===== src/rtl/qph_pkg.sv =====
`default_nettype none
// ----------------------------------------------------------------------------
// qph_pkg
// Shared widths, operation codes and controller/datapath command and status
// types for the quadratic probe hash table.
// ----------------------------------------------------------------------------
package qph_pkg;

  // payload field widths
  localparam int REQ_TYPE_W   = 2;
  localparam int KEY_FIELD_W  = 16;
  localparam int SLOT_FIELD_W = 4;

  // parameter defaults
  localparam int NUM_SLOTS_DEF = 10;
  localparam int KEY_WIDTH_DEF = 16;

  // operation codes
  localparam logic [REQ_TYPE_W-1:0] OP_INSERT = 2'd0;
  localparam logic [REQ_TYPE_W-1:0] OP_DELETE = 2'd1;
  localparam logic [REQ_TYPE_W-1:0] OP_SEARCH = 2'd2;

  // controller to datapath commands
  typedef struct packed {
    logic clear_wr;    // write zero at the clear pointer
    logic load;        // capture request
    logic quo_step;    // capture the home slot quotient
    logic rem_step;    // capture key minus quotient times slot count
    logic probe_init;  // start probing at the home slot
    logic probe_step;  // advance to the next quadratic probe
    logic rd;          // read table at the probe slot
    logic wr;          // update the matched slot (insert or delete)
    logic res_set;     // latch the working result
    logic res_ok;      // success value for res_set
    logic out_load;    // move working result into the output register
  } cmd_t;

  // datapath to controller status
  typedef struct packed {
    logic clear_last;  // clear pointer at the last slot
    logic key_bad;     // zero key or unknown operation
    logic hit;         // read slot holds the wanted value
    logic probe_last;  // current probe is the last one
  } sts_t;

endpackage
`default_nettype wire


===== src/rtl/qph_if.sv =====
`default_nettype none
// ----------------------------------------------------------------------------
// qph_req_if / qph_rsp_if
// Valid/ready channels for requests and results of the hash table.
// ----------------------------------------------------------------------------
interface qph_req_if;
  import qph_pkg::*;

  logic                  valid;
  logic                  ready;
  logic [REQ_TYPE_W-1:0] req_type;
  logic [KEY_FIELD_W-1:0] key;

  modport source (output valid, output req_type, output key, input ready);
  modport sink   (input valid, input req_type, input key, output ready);
endinterface

interface qph_rsp_if;
  import qph_pkg::*;

  logic                    valid;
  logic                    ready;
  logic                    success;
  logic [SLOT_FIELD_W-1:0] slot;

  modport source (output valid, output success, output slot, input ready);
  modport sink   (input valid, input success, input slot, output ready);
endinterface
`default_nettype wire


===== src/rtl/qph_dp.sv =====
`default_nettype none
// ----------------------------------------------------------------------------
// qph_dp
// Datapath: request registers, home slot remainder by reciprocal multiply,
// quadratic probe address stepping, key memory and result registers.
// ----------------------------------------------------------------------------
module qph_dp #(
  parameter int NUM_SLOTS = qph_pkg::NUM_SLOTS_DEF,
  parameter int KEY_WIDTH = qph_pkg::KEY_WIDTH_DEF
) (
  input  wire logic                             clk,
  input  wire logic                             rst,
  input  wire qph_pkg::cmd_t                    cmd,
  output qph_pkg::sts_t                         sts,
  input  wire logic [qph_pkg::REQ_TYPE_W-1:0]   in_req_type,
  input  wire logic [qph_pkg::KEY_FIELD_W-1:0]  in_key,
  output logic                                  out_success,
  output logic [qph_pkg::SLOT_FIELD_W-1:0]      out_slot
);
  import qph_pkg::*;

  localparam int SW = $clog2(NUM_SLOTS);
  localparam int CW = $clog2(NUM_SLOTS + 1);
  localparam int HW = (KEY_WIDTH > SW + 1) ? KEY_WIDTH : SW + 1;
  localparam logic [KEY_WIDTH-1:0] RECIP =
    KEY_WIDTH'((64'd1 << KEY_WIDTH) / 64'(NUM_SLOTS));
  localparam logic [KEY_WIDTH-1:0] TSZ_K = KEY_WIDTH'(NUM_SLOTS);
  localparam logic [HW-1:0]        TSZ_H = HW'(NUM_SLOTS);
  localparam logic [SW:0]          TSZ   = (SW + 1)'(NUM_SLOTS);

  logic [REQ_TYPE_W-1:0] op_q;
  logic [KEY_WIDTH-1:0]  key_q;
  logic [KEY_WIDTH-1:0]  quo;
  logic [KEY_WIDTH-1:0]  diff;
  logic [SW-1:0]         slot;
  logic [SW-1:0]         inc;
  logic [CW-1:0]         pcnt;
  logic [SW-1:0]         clr_addr;
  logic [KEY_WIDTH-1:0]  rdata;
  logic                  res_ok;
  logic [SW-1:0]         res_slot;

  logic [31:0]             key_ext;
  logic [KEY_WIDTH-1:0]    key_k;
  logic [2*KEY_WIDTH-1:0]  quo_prod;
  logic [KEY_WIDTH-1:0]    quo_mul;
  logic [HW-1:0]           diff_ext;
  logic [HW-1:0]           home_w;
  logic [SW-1:0]           home;
  logic [SW:0]             slot_sum;
  logic [SW-1:0]           slot_adv;
  logic [SW:0]             inc_sum;
  logic [SW-1:0]           inc_adv;
  logic [KEY_WIDTH-1:0]    want;
  logic                    wr_en;
  logic [SW-1:0]           wr_addr;
  logic [KEY_WIDTH-1:0]    wr_data;
  logic [31:0]             slot_wide;

  logic [KEY_WIDTH-1:0]  mem [NUM_SLOTS];

  // key taken modulo 2^KEY_WIDTH
  assign key_ext = 32'(in_key);
  assign key_k   = key_ext[KEY_WIDTH-1:0];

  // home slot: quotient by reciprocal multiply, low by at most one,
  // then key minus quotient times slot count and one compare and subtract
  assign quo_prod = {{KEY_WIDTH{1'b0}}, key_q} * {{KEY_WIDTH{1'b0}}, RECIP};
  assign quo_mul  = quo * TSZ_K;
  assign diff_ext = HW'(diff);
  assign home_w   = (diff_ext >= TSZ_H) ? diff_ext - TSZ_H : diff_ext;
  assign home     = home_w[SW-1:0];

  // next probe: slot += 2i+1, increment += 2, both mod table size
  assign slot_sum = {1'b0, slot} + {1'b0, inc};
  assign slot_adv = (slot_sum >= TSZ) ? SW'(slot_sum - TSZ) : slot_sum[SW-1:0];
  assign inc_sum  = {1'b0, inc} + (SW + 1)'(2);
  assign inc_adv  = (inc_sum >= TSZ) ? SW'(inc_sum - TSZ) : inc_sum[SW-1:0];

  // request and probe registers
  always_ff @(posedge clk) begin
    if (cmd.load) begin
      op_q  <= in_req_type;
      key_q <= key_k;
    end
    if (cmd.quo_step) begin
      quo <= quo_prod[2*KEY_WIDTH-1:KEY_WIDTH];
    end
    if (cmd.rem_step) begin
      diff <= key_q - quo_mul;
    end
    if (cmd.probe_init) begin
      slot <= home;
      inc  <= SW'(1);
      pcnt <= '0;
    end else if (cmd.probe_step) begin
      slot <= slot_adv;
      inc  <= inc_adv;
      pcnt <= pcnt + CW'(1);
    end
  end

  // clear pointer for the pass after reset
  always_ff @(posedge clk) begin
    if (rst) begin
      clr_addr <= '0;
    end else if (cmd.clear_wr) begin
      clr_addr <= clr_addr + SW'(1);
    end
  end

  // key memory, one write and one registered read port
  assign want    = (op_q == OP_INSERT) ? '0 : key_q;
  assign wr_en   = cmd.clear_wr || (cmd.wr && (op_q != OP_SEARCH));
  assign wr_addr = cmd.clear_wr ? clr_addr : slot;
  assign wr_data = (cmd.clear_wr || (op_q == OP_DELETE)) ? '0 : key_q;

  always_ff @(posedge clk) begin
    if (wr_en) begin
      mem[wr_addr] <= wr_data;
    end
    if (cmd.rd) begin
      rdata <= mem[slot];
    end
  end

  // result registers
  assign slot_wide = 32'(res_slot);

  always_ff @(posedge clk) begin
    if (cmd.res_set) begin
      res_ok   <= cmd.res_ok;
      res_slot <= cmd.res_ok ? slot : '0;
    end
    if (cmd.out_load) begin
      out_success <= res_ok;
      out_slot    <= slot_wide[SLOT_FIELD_W-1:0];
    end
  end

  // status to the controller
  always_comb begin
    sts.clear_last = (clr_addr == SW'(NUM_SLOTS - 1));
    sts.key_bad    = (key_q == '0) ||
                     !((op_q == OP_INSERT) || (op_q == OP_DELETE) || (op_q == OP_SEARCH));
    sts.hit        = (rdata == want);
    sts.probe_last = (pcnt == CW'(NUM_SLOTS - 1));
  end

endmodule
`default_nettype wire


===== src/rtl/qph_ctrl.sv =====
`default_nettype none
// ----------------------------------------------------------------------------
// qph_ctrl
// Controller: clearing pass, request sequencing through remainder, probe
// read and compare, and the output register handshake.
// ----------------------------------------------------------------------------
module qph_ctrl (
  input  wire logic          clk,
  input  wire logic          rst,
  input  wire logic          in_valid,
  output logic               in_ready,
  output logic               out_valid,
  input  wire logic          out_ready,
  output qph_pkg::cmd_t      cmd,
  input  wire qph_pkg::sts_t sts
);
  import qph_pkg::*;

  localparam logic [2:0] S_CLEAR = 3'd0;
  localparam logic [2:0] S_IDLE  = 3'd1;
  localparam logic [2:0] S_QUO   = 3'd2;
  localparam logic [2:0] S_REM   = 3'd3;
  localparam logic [2:0] S_START = 3'd4;
  localparam logic [2:0] S_RD    = 3'd5;
  localparam logic [2:0] S_CMP   = 3'd6;
  localparam logic [2:0] S_DONE  = 3'd7;

  logic [2:0] state;
  logic [2:0] state_next;

  assign in_ready = (state == S_IDLE);

  // next state and commands
  always_comb begin
    state_next = state;
    cmd        = '0;
    case (state)
      S_CLEAR: begin
        cmd.clear_wr = 1'b1;
        if (sts.clear_last) begin
          state_next = S_IDLE;
        end
      end
      S_IDLE: begin
        if (in_valid) begin
          cmd.load   = 1'b1;
          state_next = S_QUO;
        end
      end
      S_QUO: begin
        cmd.quo_step = 1'b1;
        state_next   = S_REM;
      end
      S_REM: begin
        cmd.rem_step = 1'b1;
        state_next   = S_START;
      end
      S_START: begin
        if (sts.key_bad) begin
          cmd.res_set = 1'b1;
          cmd.res_ok  = 1'b0;
          state_next  = S_DONE;
        end else begin
          cmd.probe_init = 1'b1;
          state_next     = S_RD;
        end
      end
      S_RD: begin
        cmd.rd     = 1'b1;
        state_next = S_CMP;
      end
      S_CMP: begin
        if (sts.hit) begin
          cmd.wr      = 1'b1;
          cmd.res_set = 1'b1;
          cmd.res_ok  = 1'b1;
          state_next  = S_DONE;
        end else if (sts.probe_last) begin
          cmd.res_set = 1'b1;
          cmd.res_ok  = 1'b0;
          state_next  = S_DONE;
        end else begin
          cmd.probe_step = 1'b1;
          state_next     = S_RD;
        end
      end
      S_DONE: begin
        if (!out_valid || out_ready) begin
          cmd.out_load = 1'b1;
          state_next   = S_IDLE;
        end
      end
      default: begin
        state_next = S_IDLE;
      end
    endcase
  end

  // state register
  always_ff @(posedge clk) begin
    if (rst) begin
      state <= S_CLEAR;
    end else begin
      state <= state_next;
    end
  end

  // output valid flag
  always_ff @(posedge clk) begin
    if (rst) begin
      out_valid <= 1'b0;
    end else if (cmd.out_load) begin
      out_valid <= 1'b1;
    end else if (out_ready) begin
      out_valid <= 1'b0;
    end
  end

endmodule
`default_nettype wire


===== src/rtl/quadratic_probe_hash_table.sv =====
`default_nettype none
// Sequence: an accepted request passes the quotient, remainder and setup
// states, then a read and a compare state per probe (one probe up to the
// slot count) and the result state that loads the output register; a
// rejected request goes from setup straight to the result state.
// Throughput: one request at a time. Reset: synchronous; a clearing pass
// zeroes the table slot by slot, with no request accepted until it ends.
// ----------------------------------------------------------------------------
// quadratic_probe_hash_table
// Open-addressing hash table with quadratic probing: insert, delete, search.
// ----------------------------------------------------------------------------
module quadratic_probe_hash_table #(
  parameter int NUM_SLOTS = qph_pkg::NUM_SLOTS_DEF,
  parameter int KEY_WIDTH = qph_pkg::KEY_WIDTH_DEF
) (
  input wire logic   clk,
  input wire logic   rst,
  qph_req_if.sink    req,
  qph_rsp_if.source  rsp
);
  import qph_pkg::*;

  cmd_t cmd;
  sts_t sts;

  // sequencing
  qph_ctrl u_ctrl (
    .clk       (clk),
    .rst       (rst),
    .in_valid  (req.valid),
    .in_ready  (req.ready),
    .out_valid (rsp.valid),
    .out_ready (rsp.ready),
    .cmd       (cmd),
    .sts       (sts)
  );

  // table storage and arithmetic
  qph_dp #(
    .NUM_SLOTS (NUM_SLOTS),
    .KEY_WIDTH (KEY_WIDTH)
  ) u_dp (
    .clk         (clk),
    .rst         (rst),
    .cmd         (cmd),
    .sts         (sts),
    .in_req_type (req.req_type),
    .in_key      (req.key),
    .out_success (rsp.success),
    .out_slot    (rsp.slot)
  );

endmodule
`default_nettype wire

===== src/flat_wrapper.sv =====
// flat-port wrapper written by rule: the top's interface ports become plain ports
module quadratic_probe_hash_table_flat import qph_pkg::*;
#(
  parameter int NUM_SLOTS = qph_pkg::NUM_SLOTS_DEF,
  parameter int KEY_WIDTH = qph_pkg::KEY_WIDTH_DEF
)
  (clk, rst, req_valid, req_req_type, req_key, req_ready, rsp_valid, rsp_success, rsp_slot, rsp_ready);
  qph_req_if req_i ();
  qph_rsp_if rsp_i ();
  input wire logic clk;
  input wire logic rst;
  input wire logic [$bits(req_i.valid)-1:0] req_valid;
  input wire logic [$bits(req_i.req_type)-1:0] req_req_type;
  input wire logic [$bits(req_i.key)-1:0] req_key;
  output wire logic [$bits(req_i.ready)-1:0] req_ready;
  output wire logic [$bits(rsp_i.valid)-1:0] rsp_valid;
  output wire logic [$bits(rsp_i.success)-1:0] rsp_success;
  output wire logic [$bits(rsp_i.slot)-1:0] rsp_slot;
  input wire logic [$bits(rsp_i.ready)-1:0] rsp_ready;
  assign req_i.valid = req_valid;
  assign req_i.req_type = req_req_type;
  assign req_i.key = req_key;
  assign req_ready = req_i.ready;
  assign rsp_valid = rsp_i.valid;
  assign rsp_success = rsp_i.success;
  assign rsp_slot = rsp_i.slot;
  assign rsp_i.ready = rsp_ready;
  quadratic_probe_hash_table #(.NUM_SLOTS(NUM_SLOTS), .KEY_WIDTH(KEY_WIDTH)) u_core (.clk(clk), .rst(rst), .req(req_i), .rsp(rsp_i));
endmodule

===== config.mk =====
export PLATFORM = sky130hd
export DESIGN_NAME = quadratic_probe_hash_table_flat
export DESIGN_NICKNAME = d
export VERILOG_FILES = /design/src/rtl/qph_pkg.sv /design/src/rtl/qph_if.sv /design/src/rtl/qph_dp.sv /design/src/rtl/qph_ctrl.sv /design/src/rtl/quadratic_probe_hash_table.sv /design/src/flat_wrapper.sv
export SDC_FILE = /design/constraint.sdc
export NUM_CORES = 1
export LEC_CHECK = 0
export ABC_AREA = 1
export BUFFER_PORTS_ARGS = -buffer_cell sky130_fd_sc_hd__buf_2
export CORE_MARGIN = 4
export CORE_UTILIZATION = 60
export DETAILED_ROUTE_END_ITERATION = 16
export MAX_ROUTING_LAYER = met4
export PLACE_DENSITY = 0.84
export SYNTH_ARGS = -nofsm -noshare
export SYNTH_HDL_FRONTEND = slang
export SYNTH_SLANG_ARGS = --single-unit
export TNS_END_PERCENT = 10

===== constraint.sdc =====
create_clock -name clk -period 5.15 [get_ports clk]
set_clock_uncertainty 0.15 [all_clocks]
set_input_delay 0.2575 -clock clk [delete_from_list [all_inputs] [get_ports clk]]
set_output_delay 0.2575 -clock clk [all_outputs]
set_load 0.02 [all_outputs]

==> summary.md <==
| Metric | Value |
|---|---|
| Tot GR Track Use | between 20 and 30% |
| Placed Cells incl. Taps | approximately 1800 |
| Synthesized instance count | around 1400 |
| Worst EP required | ~5.3 ns |
| Number of synthesized flops with an enable pin | ~240 |
| GRT met2 Usage | around 40% |
| Setup violators final | 0 |
| Post-synthesis net count | about 1700 |
| Slew margin rel. | 27.7% |
| Top FF cell, synth | edfxtp_1 |
| Total CTS buffers | 26 |
| Final Slew Violations | 0 |
| RSZ-0062 raised after global routing | false |
| Reg2reg start | u_core.u_dp.key_q[3] |
| Die footprint | 27900 um^2 |
| Total Wirelength | around 35000 um |
| Synth top cells by count | edfxtp_1 (237), inv_1 (184), nor2_1 (173) |
| Power Dens Cells | 254 nW/um^2 |
| Final global-route overflow total | 0 |
| Met3 GRT Util | 3.86% |
| Initial Utilization | roughly three fifths |
| CTS tree | done |
| Drt wl/cell | 18.8 um |
| Worst path depth | 18 |
| Largest net degree at the start of global routing | between 80 and 90 |
| Share of the synthesized area in the top cell type | between 40% and 50% |
| YS warnings | 0 |
| Max FO, Critical Path | 8 |
| Post-route ant nets | 0 |
| Synth Cell Area | about 15000 um^2 |
| First-pass GRT wire length | between 50000 and 60000 um |
| Avg Inst Size Synth | 10.7 um^2 |
| Layout cells sized above 1 | under 10% |
| Unique masters post-synth | between 40 and 50 |
| Hold/Removal Path Class | in -> reg |
| Latest clock arrival within the worst-skew pair | roughly 0.53 ns |
| Outcome | complete, no violations |
| Slowest stage cell, crit path | edfxtp_1 |
| Critical path cell sequence | inv_1, ha_1, xor2_1, ha_1, fa_1, fa_1, inv_1, fa_1, inv_1, ha_1, nand2_1, inv_1, a21oi_1, o21ai_1, a21oi_2, o21bai_1, buf_4, xor2_1 |
| Final Critical Period | just under 5 ns |
| Post-Layout Cell Count | 1841 |
| Leakage | 7.16 nW |
| Vias in the first global route | roughly 11000 |
| Worst Setup SP | u_core.u_dp.key_q[3] |
| Final setup TNS | 0 ns |
| Synth top area cells | edfxtp_1 (47%), ha_1 (13%), fa_1 (7.4%) |
| NumNets Final | between 1500 and 2000 |
| Synth area leader | edfxtp_1 |
| Initial antenna violation count | 0 |
| Sequential element share of the synthesized area | 48.9% |
| CP arrival | 5.08 ns |
| # fillers | 1723 |
| Setup crit end kind | flop |
| Antenna Cells | 0 |
| Final Core Density | about 70% |
| Die Y | roughly 170 um |
| Hold Fails Final Rpt | 0 |
| Final weighted congestion in routability-driven placement | between 0.9 and 1 |
| Setup Crit Path Kind | reg -> reg |
| Post-DP HPWL | approximately 24000 um |
| Synthesis-to-layout area growth | 11.4% |
| Area of the core | about 25000 um^2 |
| Root Buffer | clkbuf_16 |
| Hold EP | u_core.u_ctrl.state[0] |
| CTS Sinks | roughly 250 |
| Top-count cell post-synth | edfxtp_1 |
| Num ports | 29 |
| CTS clk-pin slew, worst paths | roughly 0.070 ns |
| Grt peak-use layer | met2 |
| Clk buf depth | 3 |
| Final period util | around 96% |
| Critical hold path startpoint | req_valid |
| DR vias/cell | between 5 and 6 |
| Via count | about 11000 |
| Reg2Reg Setup Slack | 0.20 ns |
| Hold Path Stages | 4 |
| Worst path most repeated cell | inv_1 |
| Tightest Pin Transition | approximately 1.1 ns |
| Row count | 57 |
| Async set-reset flop share out of synthesis | 0% |
| CP Launch Type | flop |
| Worst Reg2Reg Path Length in Cells | 18 |
| PortBufs | 28 |
| DRT iter0 DRCs | between 1000 and 1500 |
| Crit path max-delay family | adder cells |
| Drt pass-1 iters | 5 |
| #FFs+latches synth | 252 |
| DRC viols | 0 |
| RR Endpoint | u_core.u_dp.quo[7] |
| M1 GR Usage | 33.5% |
| Max VDD drop | between 300 and 400 uV |
| Fmax | approximately 200 MHz |
| Max Cap Violations | 0 |
| CP max stage delay | about 0.56 ns |
| H-tree Lvls | 1 |
| Worst path buffer plus inverter count | 5 |
| Die span in x | between 150 and 200 um |
placed cells by master (no fill, tap or decap), types with 20 or more instances in the layout:
| cell | n |
|---|---|
| buf_2 | 28 |
| inv_1 | 184 |
| a21oi_1 | 55 |
| clkbuf_16 | 27 |
| edfxtp_1 | 237 |
| nand3_1 | 28 |
| ha_1 | 159 |
| nand2_1 | 133 |
| o21ai_0 | 142 |
| fa_1 | 56 |
| nor2_1 | 173 |
| buf_4 | 33 |
| o221ai_1 | 21 |
| dlygate4sd3_1 | 20 |
| xor2_1 | 32 |
final cells by class:
cell class / count / area, um^2 / area share (%)
clock buffer: 32 / 694 / 4.11
clock inverter: 15 / 154 / 0.910
inverter: 191 / 717 / 4.24
multi-input combinational: 946 / 6930 / 41.0
sequential: 252 / 7420 / 43.9
tap: 324 / 405 / 2.40
timing repair buffer: 81 / 588 / 3.48
sequential cells by signal (all words and copies together) (netlist names), 13 cells and up:
name,cells
u_core.u_dp.mem,160
u_core.u_dp.rdata,16
u_core.u_dp.key_q,16
u_core.u_dp.quo,13
u_core.u_dp.diff,16
per-layer routing:
| layer | wire length, um | share of wire, % |
|---|---|---|
| met1 | 14100 | 41 |
| met3 | 2740 | 7.9 |
| met2 | 16500 | 48 |
| met4 | 1280 | 3.7 |
| met5 | 0 | 0 |
report_power, final:
part | switching [W] | total [W] | internal, W
Combinational | 0.0000949 | 0.000151 | 0.0000557
Sequential | 0.0000165 | 0.00229 | 0.00227
Clock | 0.000751 | 0.00186 | 0.00111
worst max path at each step:
stage / slack, ns / endpoint
2_1_floorplan: 0.42 / u_core.u_dp.quo[9]
3_3_place_gp: 0.33 / u_core.u_dp.quo[9]
3_5_place_dp: 0.17 / u_core.u_dp.quo[9]
4_1_cts: 0.12 / u_core.u_dp.quo[9]
5_1_grt: 0.004 / u_core.u_dp.quo[9]
6_report: 0.20 / u_core.u_dp.quo[7]
cell families (layout without fill, tap and decap cells):
kind of cell	Yosys count	count (layout)	synth area share [%]
fa+ha+maj	217	217	20.7
simple gates	390	390	11.0
buf+inv	223	319	5.69
compound gates	291	291	11.0
xor+xnor	48	48	2.77
flops	252	252	48.9
worst min-delay path, delay by kind of cell:
kind / cells / cell delay (ns)
AOI/OAI and AO/OA: 2 / 0.33
buffers and inverters: 1 / 0.09
and+or+nand+nor: 1 / 0.06
repair_timing:
item,CTS,global route
resized for setup,0,9
hold buffers,20,0
hold endpoints to repair,26,0
buffers inserted,0,3
endpoints found under the setup margin,0,6
metrics by stage:
step / setup slack [ns] / instance area [um^2] / total power, W / hold WS, ns
2_1_floorplan: 0.419 / 15200 / 0.00242 / 0.206
3_3_place_gp: 0.332 / 15800 / 0.00246 / 0.257
3_5_place_dp: 0.168 / 15800 / 0.00247 / 0.259
4_1_cts: 0.123 / 16900 / 0.00432 / 0.0873
5_1_grt: 0.00382 / 16900 / 0.00443 / 0.161
6_report: 0.196 / 16900 / 0.00430 / 0.114
No activity file was read; power rests on OpenSTA's default activity.
